<file path="src/hdl/cfp_pkg.sv">
// ----------------------------------------------------------------------------
// cfp_pkg
// Shared types, constants and the byte-wide CRC-16/MODBUS update for the
// CRC-checked frame parser.
// ----------------------------------------------------------------------------
`default_nettype none

package cfp_pkg;

  // build-time limit on the frame length
  localparam int unsigned CFP_MAX_FRAME_BYTES = 512;

  // frame layout
  localparam logic [15:0] MIN_FRAME_BYTES = 16'd16;
  localparam int unsigned COUNT_W         = 10;
  localparam int unsigned POS_W           = 9;

  // byte counts (count after the current byte) that mark header fields
  localparam logic [COUNT_W-1:0] CNT_SYNC_LO  = 10'd1;
  localparam logic [COUNT_W-1:0] CNT_SYNC_HI  = 10'd2;
  localparam logic [COUNT_W-1:0] CNT_LENGTH   = 10'd4;
  localparam logic [COUNT_W-1:0] CNT_CPL      = 10'd6;
  localparam logic [COUNT_W-1:0] CNT_SOURCE   = 10'd8;
  localparam logic [COUNT_W-1:0] CNT_DEST     = 10'd10;
  localparam logic [COUNT_W-1:0] CNT_MAIN     = 10'd12;
  localparam logic [COUNT_W-1:0] CNT_SUB      = 10'd14;
  localparam logic [COUNT_W-1:0] CNT_BODY     = 10'd15;
  localparam logic [COUNT_W-1:0] CNT_MIN_END  = 10'd16;

  // crc-16/modbus
  localparam logic [15:0] CRC_INIT = 16'hFFFF;
  localparam logic [15:0] CRC_POLY = 16'hA001;

  // configuration registers
  localparam int unsigned CFG_DATA_W = 10;
  localparam logic [7:0]  SYNC_BYTE_RST = 8'hAA;
  localparam logic [9:0]  MAX_LEN_RST   = 10'd512;

  typedef enum logic [0:0] {
    CFG_SYNC_BYTE = 1'b0,
    CFG_MAX_LEN   = 1'b1
  } cfg_idx_e;

  // per-byte event codes
  typedef enum logic [2:0] {
    EV_DISCARD = 3'd0,
    EV_HEADER  = 3'd1,
    EV_BODY    = 3'd2,
    EV_GOOD    = 3'd3,
    EV_CRC_ERR = 3'd4,
    EV_LEN_ERR = 3'd5,
    EV_CPL_ERR = 3'd6
  } event_e;

  // one result item
  typedef struct packed {
    event_e            event_res;
    logic [POS_W-1:0]  position;
    logic [7:0]        byte_echo;
    logic [15:0]       frame_length;
    logic [15:0]       source_address;
    logic [15:0]       dest_address;
    logic [15:0]       main_function;
    logic [15:0]       sub_function;
  } cfp_result_t;

  // reflected crc update over one byte, lsb first
  function automatic logic [15:0] crc16_byte(input logic [15:0] crc, input logic [7:0] b);
    logic [15:0] c;
    c = crc ^ {8'h00, b};
    for (int i = 0; i < 8; i++) begin
      c = c[0] ? ((c >> 1) ^ CRC_POLY) : (c >> 1);
    end
    return c;
  endfunction

endpackage

`default_nettype wire

</file>
<file path="src/hdl/cfp_if.sv">
// ----------------------------------------------------------------------------
// cfp_if
// Valid/ready channels of the frame parser: received bytes in, results out.
// ----------------------------------------------------------------------------
`default_nettype none

interface cfp_byte_if;
  logic       valid;
  logic       ready;
  logic [7:0] data_byte;

  modport source (output valid, output data_byte, input ready);
  modport sink   (input valid, input data_byte, output ready);
  modport monitor (input valid, input data_byte, input ready);
endinterface

interface cfp_result_if;
  logic        valid;
  logic        ready;
  logic [2:0]  event_res;
  logic [8:0]  position;
  logic [7:0]  byte_echo;
  logic [15:0] frame_length;
  logic [15:0] source_address;
  logic [15:0] dest_address;
  logic [15:0] main_function;
  logic [15:0] sub_function;

  modport source (
    output valid, output event_res, output position, output byte_echo,
    output frame_length, output source_address, output dest_address,
    output main_function, output sub_function, input ready
  );
  modport sink (
    input valid, input event_res, input position, input byte_echo,
    input frame_length, input source_address, input dest_address,
    input main_function, input sub_function, output ready
  );
  modport monitor (
    input valid, input event_res, input position, input byte_echo,
    input frame_length, input source_address, input dest_address,
    input main_function, input sub_function, input ready
  );
endinterface

`default_nettype wire

</file>
<file path="src/hdl/cfp_parser.sv">
// ----------------------------------------------------------------------------
// cfp_parser
// Frame state: byte counter, captured header words and running CRC. Works
// out the event of each transferred byte and advances the state.
// ----------------------------------------------------------------------------
`default_nettype none

module cfp_parser
  import cfp_pkg::*;
#(
  parameter int unsigned MAX_FRAME_BYTES = CFP_MAX_FRAME_BYTES
) (
  input  wire logic             clk_i,
  input  wire logic             rst_ni,
  input  wire logic             step_i,
  input  wire logic [7:0]       data_byte_i,
  input  wire logic [7:0]       sync_byte_i,
  input  wire logic [9:0]       max_len_i,
  output cfp_result_t           res_o
);

  logic [COUNT_W-1:0] count_q, count_d;
  logic [7:0]         prev_q;
  logic [15:0]        len_q, len_d;
  logic [15:0]        src_q, src_d;
  logic [15:0]        dst_q, dst_d;
  logic [15:0]        main_q, main_d;
  logic [15:0]        sub_q, sub_d;
  logic [15:0]        crc_q, crc_d;

  logic [COUNT_W-1:0] cnt;
  logic [15:0]        word;
  logic [15:0]        limit;
  logic [15:0]        param_max;
  logic               restart;
  event_e             ev;

  assign param_max = 16'(MAX_FRAME_BYTES);

  // effective length limit
  always_comb begin
    if (param_max < {6'd0, max_len_i}) begin
      limit = param_max;
    end else begin
      limit = {6'd0, max_len_i};
    end
  end

  // per-byte decode
  always_comb begin
    crc_d   = crc16_byte((count_q == '0) ? CRC_INIT : crc_q, data_byte_i);
    word    = {data_byte_i, prev_q};
    cnt     = count_q + COUNT_W'(1);
    ev      = EV_HEADER;
    restart = 1'b0;
    len_d   = len_q;
    src_d   = src_q;
    dst_d   = dst_q;
    main_d  = main_q;
    sub_d   = sub_q;

    if (cnt == CNT_SYNC_LO || cnt == CNT_SYNC_HI) begin
      if (data_byte_i != sync_byte_i) begin
        ev      = EV_DISCARD;
        restart = 1'b1;
      end
    end else if (cnt == CNT_LENGTH) begin
      len_d = word;
      if (word < MIN_FRAME_BYTES || word > limit) begin
        ev      = EV_LEN_ERR;
        restart = 1'b1;
      end
    end else if (cnt == CNT_CPL) begin
      if (~word != len_q) begin
        ev      = EV_CPL_ERR;
        restart = 1'b1;
      end
    end else if (cnt == CNT_SOURCE) begin
      src_d = word;
    end else if (cnt == CNT_DEST) begin
      dst_d = word;
    end else if (cnt == CNT_MAIN) begin
      main_d = word;
    end else if (cnt == CNT_SUB) begin
      sub_d = word;
    end else if (cnt >= CNT_MIN_END && {6'd0, cnt} >= len_q) begin
      // closing byte: residue of a good frame is zero
      ev      = (crc_d == 16'h0000) ? EV_GOOD : EV_CRC_ERR;
      restart = 1'b1;
    end else if (cnt >= CNT_BODY) begin
      ev = EV_BODY;
    end

    count_d = restart ? '0 : cnt;
  end

  // frame state
  always_ff @(posedge clk_i or negedge rst_ni) begin
    if (!rst_ni) begin
      count_q <= '0;
      prev_q  <= '0;
      len_q   <= '0;
      src_q   <= '0;
      dst_q   <= '0;
      main_q  <= '0;
      sub_q   <= '0;
      crc_q   <= CRC_INIT;
    end else if (step_i) begin
      count_q <= count_d;
      prev_q  <= data_byte_i;
      len_q   <= len_d;
      src_q   <= src_d;
      dst_q   <= dst_d;
      main_q  <= main_d;
      sub_q   <= sub_d;
      crc_q   <= crc_d;
    end
  end

  // result of the current byte
  always_comb begin
    res_o.event_res      = ev;
    res_o.position       = count_q[POS_W-1:0];
    res_o.byte_echo      = data_byte_i;
    res_o.frame_length   = len_d;
    res_o.source_address = src_d;
    res_o.dest_address   = dst_d;
    res_o.main_function  = main_d;
    res_o.sub_function   = sub_d;
  end

endmodule

`default_nettype wire

</file>
<file path="src/hdl/crc_checked_frame_parser.sv">
// ----------------------------------------------------------------------------
// crc_checked_frame_parser
// Length-framed packet parser with on-the-fly CRC-16/MODBUS check.
// ----------------------------------------------------------------------------
// Takes one received byte per transfer and returns one result per byte. A
// byte is taken in every clock cycle as long as the result port is not
// stalled; its result appears in the output register on the next cycle, so
// throughput is one byte per cycle. The input is ready whenever the output
// register is empty or is being drained in the same cycle. The event code
// tells header bytes, body bytes, a good frame, a CRC error, a length error,
// a complement error and bytes discarded while hunting for the two sync
// bytes. Configuration is to be written through the write port while no
// transfer is in flight (the block does not enforce this): register 0 sets
// the sync byte, register 1 the largest accepted frame length, limited
// further by MAX_FRAME_BYTES.
`default_nettype none

module crc_checked_frame_parser
  import cfp_pkg::*;
#(
  parameter int unsigned MAX_FRAME_BYTES = CFP_MAX_FRAME_BYTES
) (
  input  wire logic                  clk_i,
  input  wire logic                  rst_ni,
  input  wire logic                  cfg_we_i,
  input  wire logic [0:0]            cfg_idx_i,
  input  wire logic [CFG_DATA_W-1:0] cfg_data_i,
  cfp_byte_if.sink                   in_ch,
  cfp_result_if.source               out_ch
);

  logic [7:0]  sync_byte_q;
  logic [9:0]  max_len_q;
  logic        out_valid_q;
  cfp_result_t res_q;
  cfp_result_t res_d;
  logic        in_xfer;

  // configuration registers
  always_ff @(posedge clk_i or negedge rst_ni) begin
    if (!rst_ni) begin
      sync_byte_q <= SYNC_BYTE_RST;
      max_len_q   <= MAX_LEN_RST;
    end else if (cfg_we_i) begin
      unique case (cfg_idx_e'(cfg_idx_i))
        CFG_SYNC_BYTE: sync_byte_q <= cfg_data_i[7:0];
        CFG_MAX_LEN:   max_len_q   <= cfg_data_i[9:0];
        default:       ;
      endcase
    end
  end

  // input transfer whenever the output register can take the result
  assign in_ch.ready = !out_valid_q || out_ch.ready;
  assign in_xfer     = in_ch.valid && in_ch.ready;

  cfp_parser #(
    .MAX_FRAME_BYTES (MAX_FRAME_BYTES)
  ) u_parser (
    .clk_i       (clk_i),
    .rst_ni      (rst_ni),
    .step_i      (in_xfer),
    .data_byte_i (in_ch.data_byte),
    .sync_byte_i (sync_byte_q),
    .max_len_i   (max_len_q),
    .res_o       (res_d)
  );

  // output register
  always_ff @(posedge clk_i or negedge rst_ni) begin
    if (!rst_ni) begin
      out_valid_q <= 1'b0;
    end else if (in_xfer) begin
      out_valid_q <= 1'b1;
    end else if (out_ch.ready) begin
      out_valid_q <= 1'b0;
    end
  end

  always_ff @(posedge clk_i) begin
    if (in_xfer) begin
      res_q <= res_d;
    end
  end

  assign out_ch.valid          = out_valid_q;
  assign out_ch.event_res      = res_q.event_res;
  assign out_ch.position       = res_q.position;
  assign out_ch.byte_echo      = res_q.byte_echo;
  assign out_ch.frame_length   = res_q.frame_length;
  assign out_ch.source_address = res_q.source_address;
  assign out_ch.dest_address   = res_q.dest_address;
  assign out_ch.main_function  = res_q.main_function;
  assign out_ch.sub_function   = res_q.sub_function;

endmodule

`default_nettype wire

</file>
<file path="src/flat_wrapper.sv">
// flat-port wrapper written by rule: the top's interface ports become plain ports
module crc_checked_frame_parser_flat import cfp_pkg::*;
#(
  parameter int unsigned MAX_FRAME_BYTES = CFP_MAX_FRAME_BYTES
)
  (clk_i, rst_ni, cfg_we_i, cfg_idx_i, cfg_data_i, in_ch_valid, in_ch_data_byte, in_ch_ready, out_ch_valid, out_ch_event_res, out_ch_position, out_ch_byte_echo, out_ch_frame_length, out_ch_source_address, out_ch_dest_address, out_ch_main_function, out_ch_sub_function, out_ch_ready);
  cfp_byte_if in_ch_i ();
  cfp_result_if out_ch_i ();
  input  wire logic clk_i;
  input  wire logic rst_ni;
  input  wire logic cfg_we_i;
  input  wire logic [0:0] cfg_idx_i;
  input  wire logic [CFG_DATA_W-1:0] cfg_data_i;
  input wire logic [$bits(in_ch_i.valid)-1:0] in_ch_valid;
  input wire logic [$bits(in_ch_i.data_byte)-1:0] in_ch_data_byte;
  output wire logic [$bits(in_ch_i.ready)-1:0] in_ch_ready;
  output wire logic [$bits(out_ch_i.valid)-1:0] out_ch_valid;
  output wire logic [$bits(out_ch_i.event_res)-1:0] out_ch_event_res;
  output wire logic [$bits(out_ch_i.position)-1:0] out_ch_position;
  output wire logic [$bits(out_ch_i.byte_echo)-1:0] out_ch_byte_echo;
  output wire logic [$bits(out_ch_i.frame_length)-1:0] out_ch_frame_length;
  output wire logic [$bits(out_ch_i.source_address)-1:0] out_ch_source_address;
  output wire logic [$bits(out_ch_i.dest_address)-1:0] out_ch_dest_address;
  output wire logic [$bits(out_ch_i.main_function)-1:0] out_ch_main_function;
  output wire logic [$bits(out_ch_i.sub_function)-1:0] out_ch_sub_function;
  input wire logic [$bits(out_ch_i.ready)-1:0] out_ch_ready;
  assign in_ch_i.valid = in_ch_valid;
  assign in_ch_i.data_byte = in_ch_data_byte;
  assign in_ch_ready = in_ch_i.ready;
  assign out_ch_valid = out_ch_i.valid;
  assign out_ch_event_res = out_ch_i.event_res;
  assign out_ch_position = out_ch_i.position;
  assign out_ch_byte_echo = out_ch_i.byte_echo;
  assign out_ch_frame_length = out_ch_i.frame_length;
  assign out_ch_source_address = out_ch_i.source_address;
  assign out_ch_dest_address = out_ch_i.dest_address;
  assign out_ch_main_function = out_ch_i.main_function;
  assign out_ch_sub_function = out_ch_i.sub_function;
  assign out_ch_i.ready = out_ch_ready;
  crc_checked_frame_parser #(.MAX_FRAME_BYTES(MAX_FRAME_BYTES)) u_core (.clk_i(clk_i), .rst_ni(rst_ni), .cfg_we_i(cfg_we_i), .cfg_idx_i(cfg_idx_i), .cfg_data_i(cfg_data_i), .in_ch(in_ch_i), .out_ch(out_ch_i));
endmodule
</file>
<file path="config.mk">
export PLATFORM = sky130hd
export DESIGN_NAME = crc_checked_frame_parser_flat
export DESIGN_NICKNAME = d
export VERILOG_FILES = /design/src/hdl/cfp_pkg.sv /design/src/hdl/cfp_if.sv /design/src/hdl/cfp_parser.sv /design/src/hdl/crc_checked_frame_parser.sv /design/src/flat_wrapper.sv
export SDC_FILE = /design/constraint.sdc
export NUM_CORES = 1
export LEC_CHECK = 0
export ABC_CLOCK_PERIOD_IN_PS = 5500
export BUFFER_PORTS_ARGS = -buffer_cell sky130_fd_sc_hd__buf_2
export CORE_MARGIN = 1.5
export CORE_UTILIZATION = 54
export DETAILED_ROUTE_END_ITERATION = 8
export GPL_TIMING_DRIVEN = 0
export PLACE_DENSITY = 0.85
export SYNTH_ARGS = -nofsm -noshare
export SYNTH_HDL_FRONTEND = slang
export SYNTH_SLANG_ARGS = --single-unit
</file>
<file path="constraint.sdc">
create_clock -name clk_i -period 5.5 [get_ports clk_i]
set_clock_uncertainty 0.15 [all_clocks]
set_input_delay 0.275 -clock clk_i [delete_from_list [all_inputs] [get_ports clk_i]]
set_output_delay 0.275 -clock clk_i [all_outputs]
set_load 0.01 [all_outputs]
</file>
==> impl_metrics.env <==
export IMPL_synthArstFlopShare_pct=57.1
export IMPL_die_height_um=145
export IMPL_firstDrtPassIters=6
export IMPL_netlist_instances=809
export IMPL_ys_flop_type="dfrtp_1"
export IMPL_drt_initial_drc_count=472
export IMPL_fin_tns_setup_ns=0
export IMPL_outcome="finished clean"
export IMPL_clkSinkCount=233
export IMPL_utilization_pct=65.7
export IMPL_fin_crit_ns=4.43
export IMPL_start_util_pct=55.5
export IMPL_clkLatencyLatePin_ns=0.53
export IMPL_vias=7136
export IMPL_final_antenna_net_count=0
export IMPL_grt_pass1_vias=7357
export IMPL_io_buffers=125
export IMPL_fp_dieW_um=145
export IMPL_ys_seq_elements=233
export IMPL_critical_path_max_fanout=10
export IMPL_antenna_cells=0
export IMPL_hold_viol=0
export IMPL_hp_class="in2async"
export IMPL_fin_nets=1034
export IMPL_slew_headroom_pct=39.7
export IMPL_syn_avg_cell_area_um2=13.5
export IMPL_synth_area_leaders="edfxtp_1, dfrtp_1, mux2_2, dfstp_2, xnor2_1"
export IMPL_io_pins=126
export IMPL_timing_fmax_mhz=226
export IMPL_crit_required_ns=5.57
export IMPL_setup_viol=0
export IMPL_cts_root_buf="clkbuf_16"
export IMPL_final_period_utilization_pct=80.5
export IMPL_leakage_nw=5.70
export IMPL_track_usage_pct=23.9
export IMPL_gp_congestion=0.914
export IMPL_core_rowCount=51
export IMPL_drv_cap=0
export IMPL_routedWlPerCell_um=19.9
export IMPL_end_kind="flop"
export IMPL_clk_pin_slew_ns=0.06
export IMPL_grt_pass1_wl_um=39600
export IMPL_dieArea_mm2=0.0210
export IMPL_dp_cells=1202
export IMPL_arrival_ns=4.50
export IMPL_synth_area_leader_cell="edfxtp_1"
export IMPL_syn_area_mm2=0.0109
export IMPL_peakVddDrop_v=0.000253
export IMPL_synth_cell_types=60
export IMPL_cts_resized=0
export IMPL_clk_path_buf_depth=3
export IMPL_area_growth_pct=18.4
export IMPL_rsz0062_at_grt="false"
export IMPL_worst_pin_slew_ns=0.905
export IMPL_startpoint_type="flop"
export IMPL_grt_start_max_net_pins=81
export IMPL_finalMaxSlewViolations=0
export IMPL_antenna_found_initial=1
export IMPL_avgViaCountPerCell=5.63
export IMPL_critical_path_class="reg2reg"
export IMPL_synth_nets=859
export IMPL_power_density_mw_per_mm2=458
export IMPL_synth_edf_count=100
export IMPL_drt_total_wl_um=25200
export IMPL_ys_warn_count=0
export IMPL_cts_setup_buffers=0
export IMPL_cts_tree="yes"
export IMPL_place_hpwl_um=16700
export IMPL_fp_coreArea_mm2=0.0197
export IMPL_synth_most_common_cell="mux2_2"
export IMPL_ys_seq_area_share_pct=58.3
export IMPL_holdWs_ns=0.155
export IMPL_synth_top_cell_area_share_pct=27.6
export IMPL_grt_overflow=0
export IMPL_drc=0
export IMPL_instances_no_fill=1267
export IMPL_ctsHtreeMaxLevel=1
export IMPL_synth_top_cells_by_count="mux2_2, dfrtp_1, edfxtp_1, nand2_1, xnor2_1"
export IMPL_cts_made_buffers=24
export IMPL_drive_above_1_share_pct=37.7
[per-stage QoR]
stage / cell area [um^2] / power, mW / setup slack (ns)
after floorplan: 10900 / 3.83 / 0.390
after CTS: 12900 / 5.91 / 1.19
after global placement: 11900 / 4.26 / -1.26
final: 12900 / 5.91 / 1.07
after global routing: 12900 / 6.20 / 0.937
after detailed placement: 11900 / 4.33 / 1.22
[cells by family after synthesis]
family / after synthesis / synth area share (%)
DFF: 233 / 58.3
adders and majority gates: 26 / 2.98
buffers and inverters: 80 / 2.98
muxes: 180 / 18.6
and+or+nand+nor: 161 / 7.50
AOI/OAI and AO/OA: 62 / 3.83
xor gates and xnor gates: 67 / 5.80
[sequential cells by signal, summed over array words and instances, names as in the netlist, 3 cells and up]
name / cells
u_core.out_ch.dest_address: 16
u_core.out_ch.frame_length: 16
u_core.out_ch.main_function: 16
u_core.out_ch.source_address: 16
u_core.out_ch.sub_function: 16
u_core.u_parser.crc_q: 16
u_core.u_parser.dst_q: 16
u_core.u_parser.len_q: 16
u_core.u_parser.main_q: 16
u_core.u_parser.src_q: 16
u_core.u_parser.sub_q: 16
u_core.max_len_q: 10
u_core.u_parser.count_q: 10
u_core.out_ch.position: 9
u_core.out_ch.byte_echo: 8
u_core.sync_byte_q: 8
u_core.u_parser.prev_q: 8
u_core.out_ch.event_res: 3
[path summary, 6_finish.rpt]
path,cells past startpoint,slack [ns],end,startpoint
min reg2reg,0,0.30,u_core.out_ch.position[5],u_core.u_parser.count_q[5]
min in group clk_i,3,0.29,u_core.max_len_q[4],cfg_idx_i
max in group asynchronous,3,4.27,u_core.max_len_q[9],rst_ni
max,15,1.07,u_core.out_ch.event_res[2],u_core.u_parser.count_q[0]
max reg2reg,15,1.07,u_core.out_ch.event_res[2],u_core.u_parser.count_q[0]
min,2,0.16,u_core.u_parser.count_q[3],rst_ni
[report_power, final]
part | internal, mW | switching, mW | total [mW]
clock network | 0.895 | 0.654 | 1.55
logic | 0.869 | 0.981 | 1.85
registers | 2.28 | 0.233 | 2.51
[worst max-delay path, stage by stage (launching register included)]
cell	delay, ns
dfrtp_1	0.50
inv_1	0.20
ha_1	0.16
nor4b_1	0.66
and3_1	0.26
clkbuf_1	0.22
clkbuf_1	0.39
nor2_1	0.10
xor2_1	0.17
ha_1	0.37
xnor2_1	0.17
nand4_1	0.10
nor4_1	0.19
nand3b_1	0.20
nor2_1	0.13
o21ai_0	0.17
[layer usage]
layer	wire length [um]	part of all wire (%)	vias to the layer above	GRT usage [%]
li1	-	-	3239	-
met1	10600	42	3553	31.5
met2	12100	48	273	39.3
met3	1700	6.7	69	4.40
met4	878	3.5	2	9.64
met5	7	0.028	-	0
[layout make-up]
| class | instances | area, um^2 |
|---|---|---|
| inverter | 26 | 97.6 |
| sequential | 233 | 6360 |
| buffer | 54 | 229 |
| tap | 265 | 332 |
| multi-input combinational | 496 | 4220 |
| timing repair buffer | 149 | 910 |
| clock buffer | 38 | 714 |
| clock inverter | 6 | 47.5 |
| fill | 1461 | 6750 |
[cell usage in the layout, fill, tap and decap left out, types with 20 or more instances in the layout]
master,instances
mux2_2,168
buf_2,136
dlygate4sd3_1,21
ha_1,26
inv_1,26
dfstp_2,21
nor2_1,20
o21ai_0,24
dfrtp_1,112
xnor2_1,49
clkbuf_1,47
clkbuf_16,25
edfxtp_1,100
nand2_1,81
[repair_timing]
action,in CTS,in global routing
hold endpoints to repair,80,0
hold buffers,21,0
setup endpoints to repair,0,0
(Power assumes the default switching activity.)
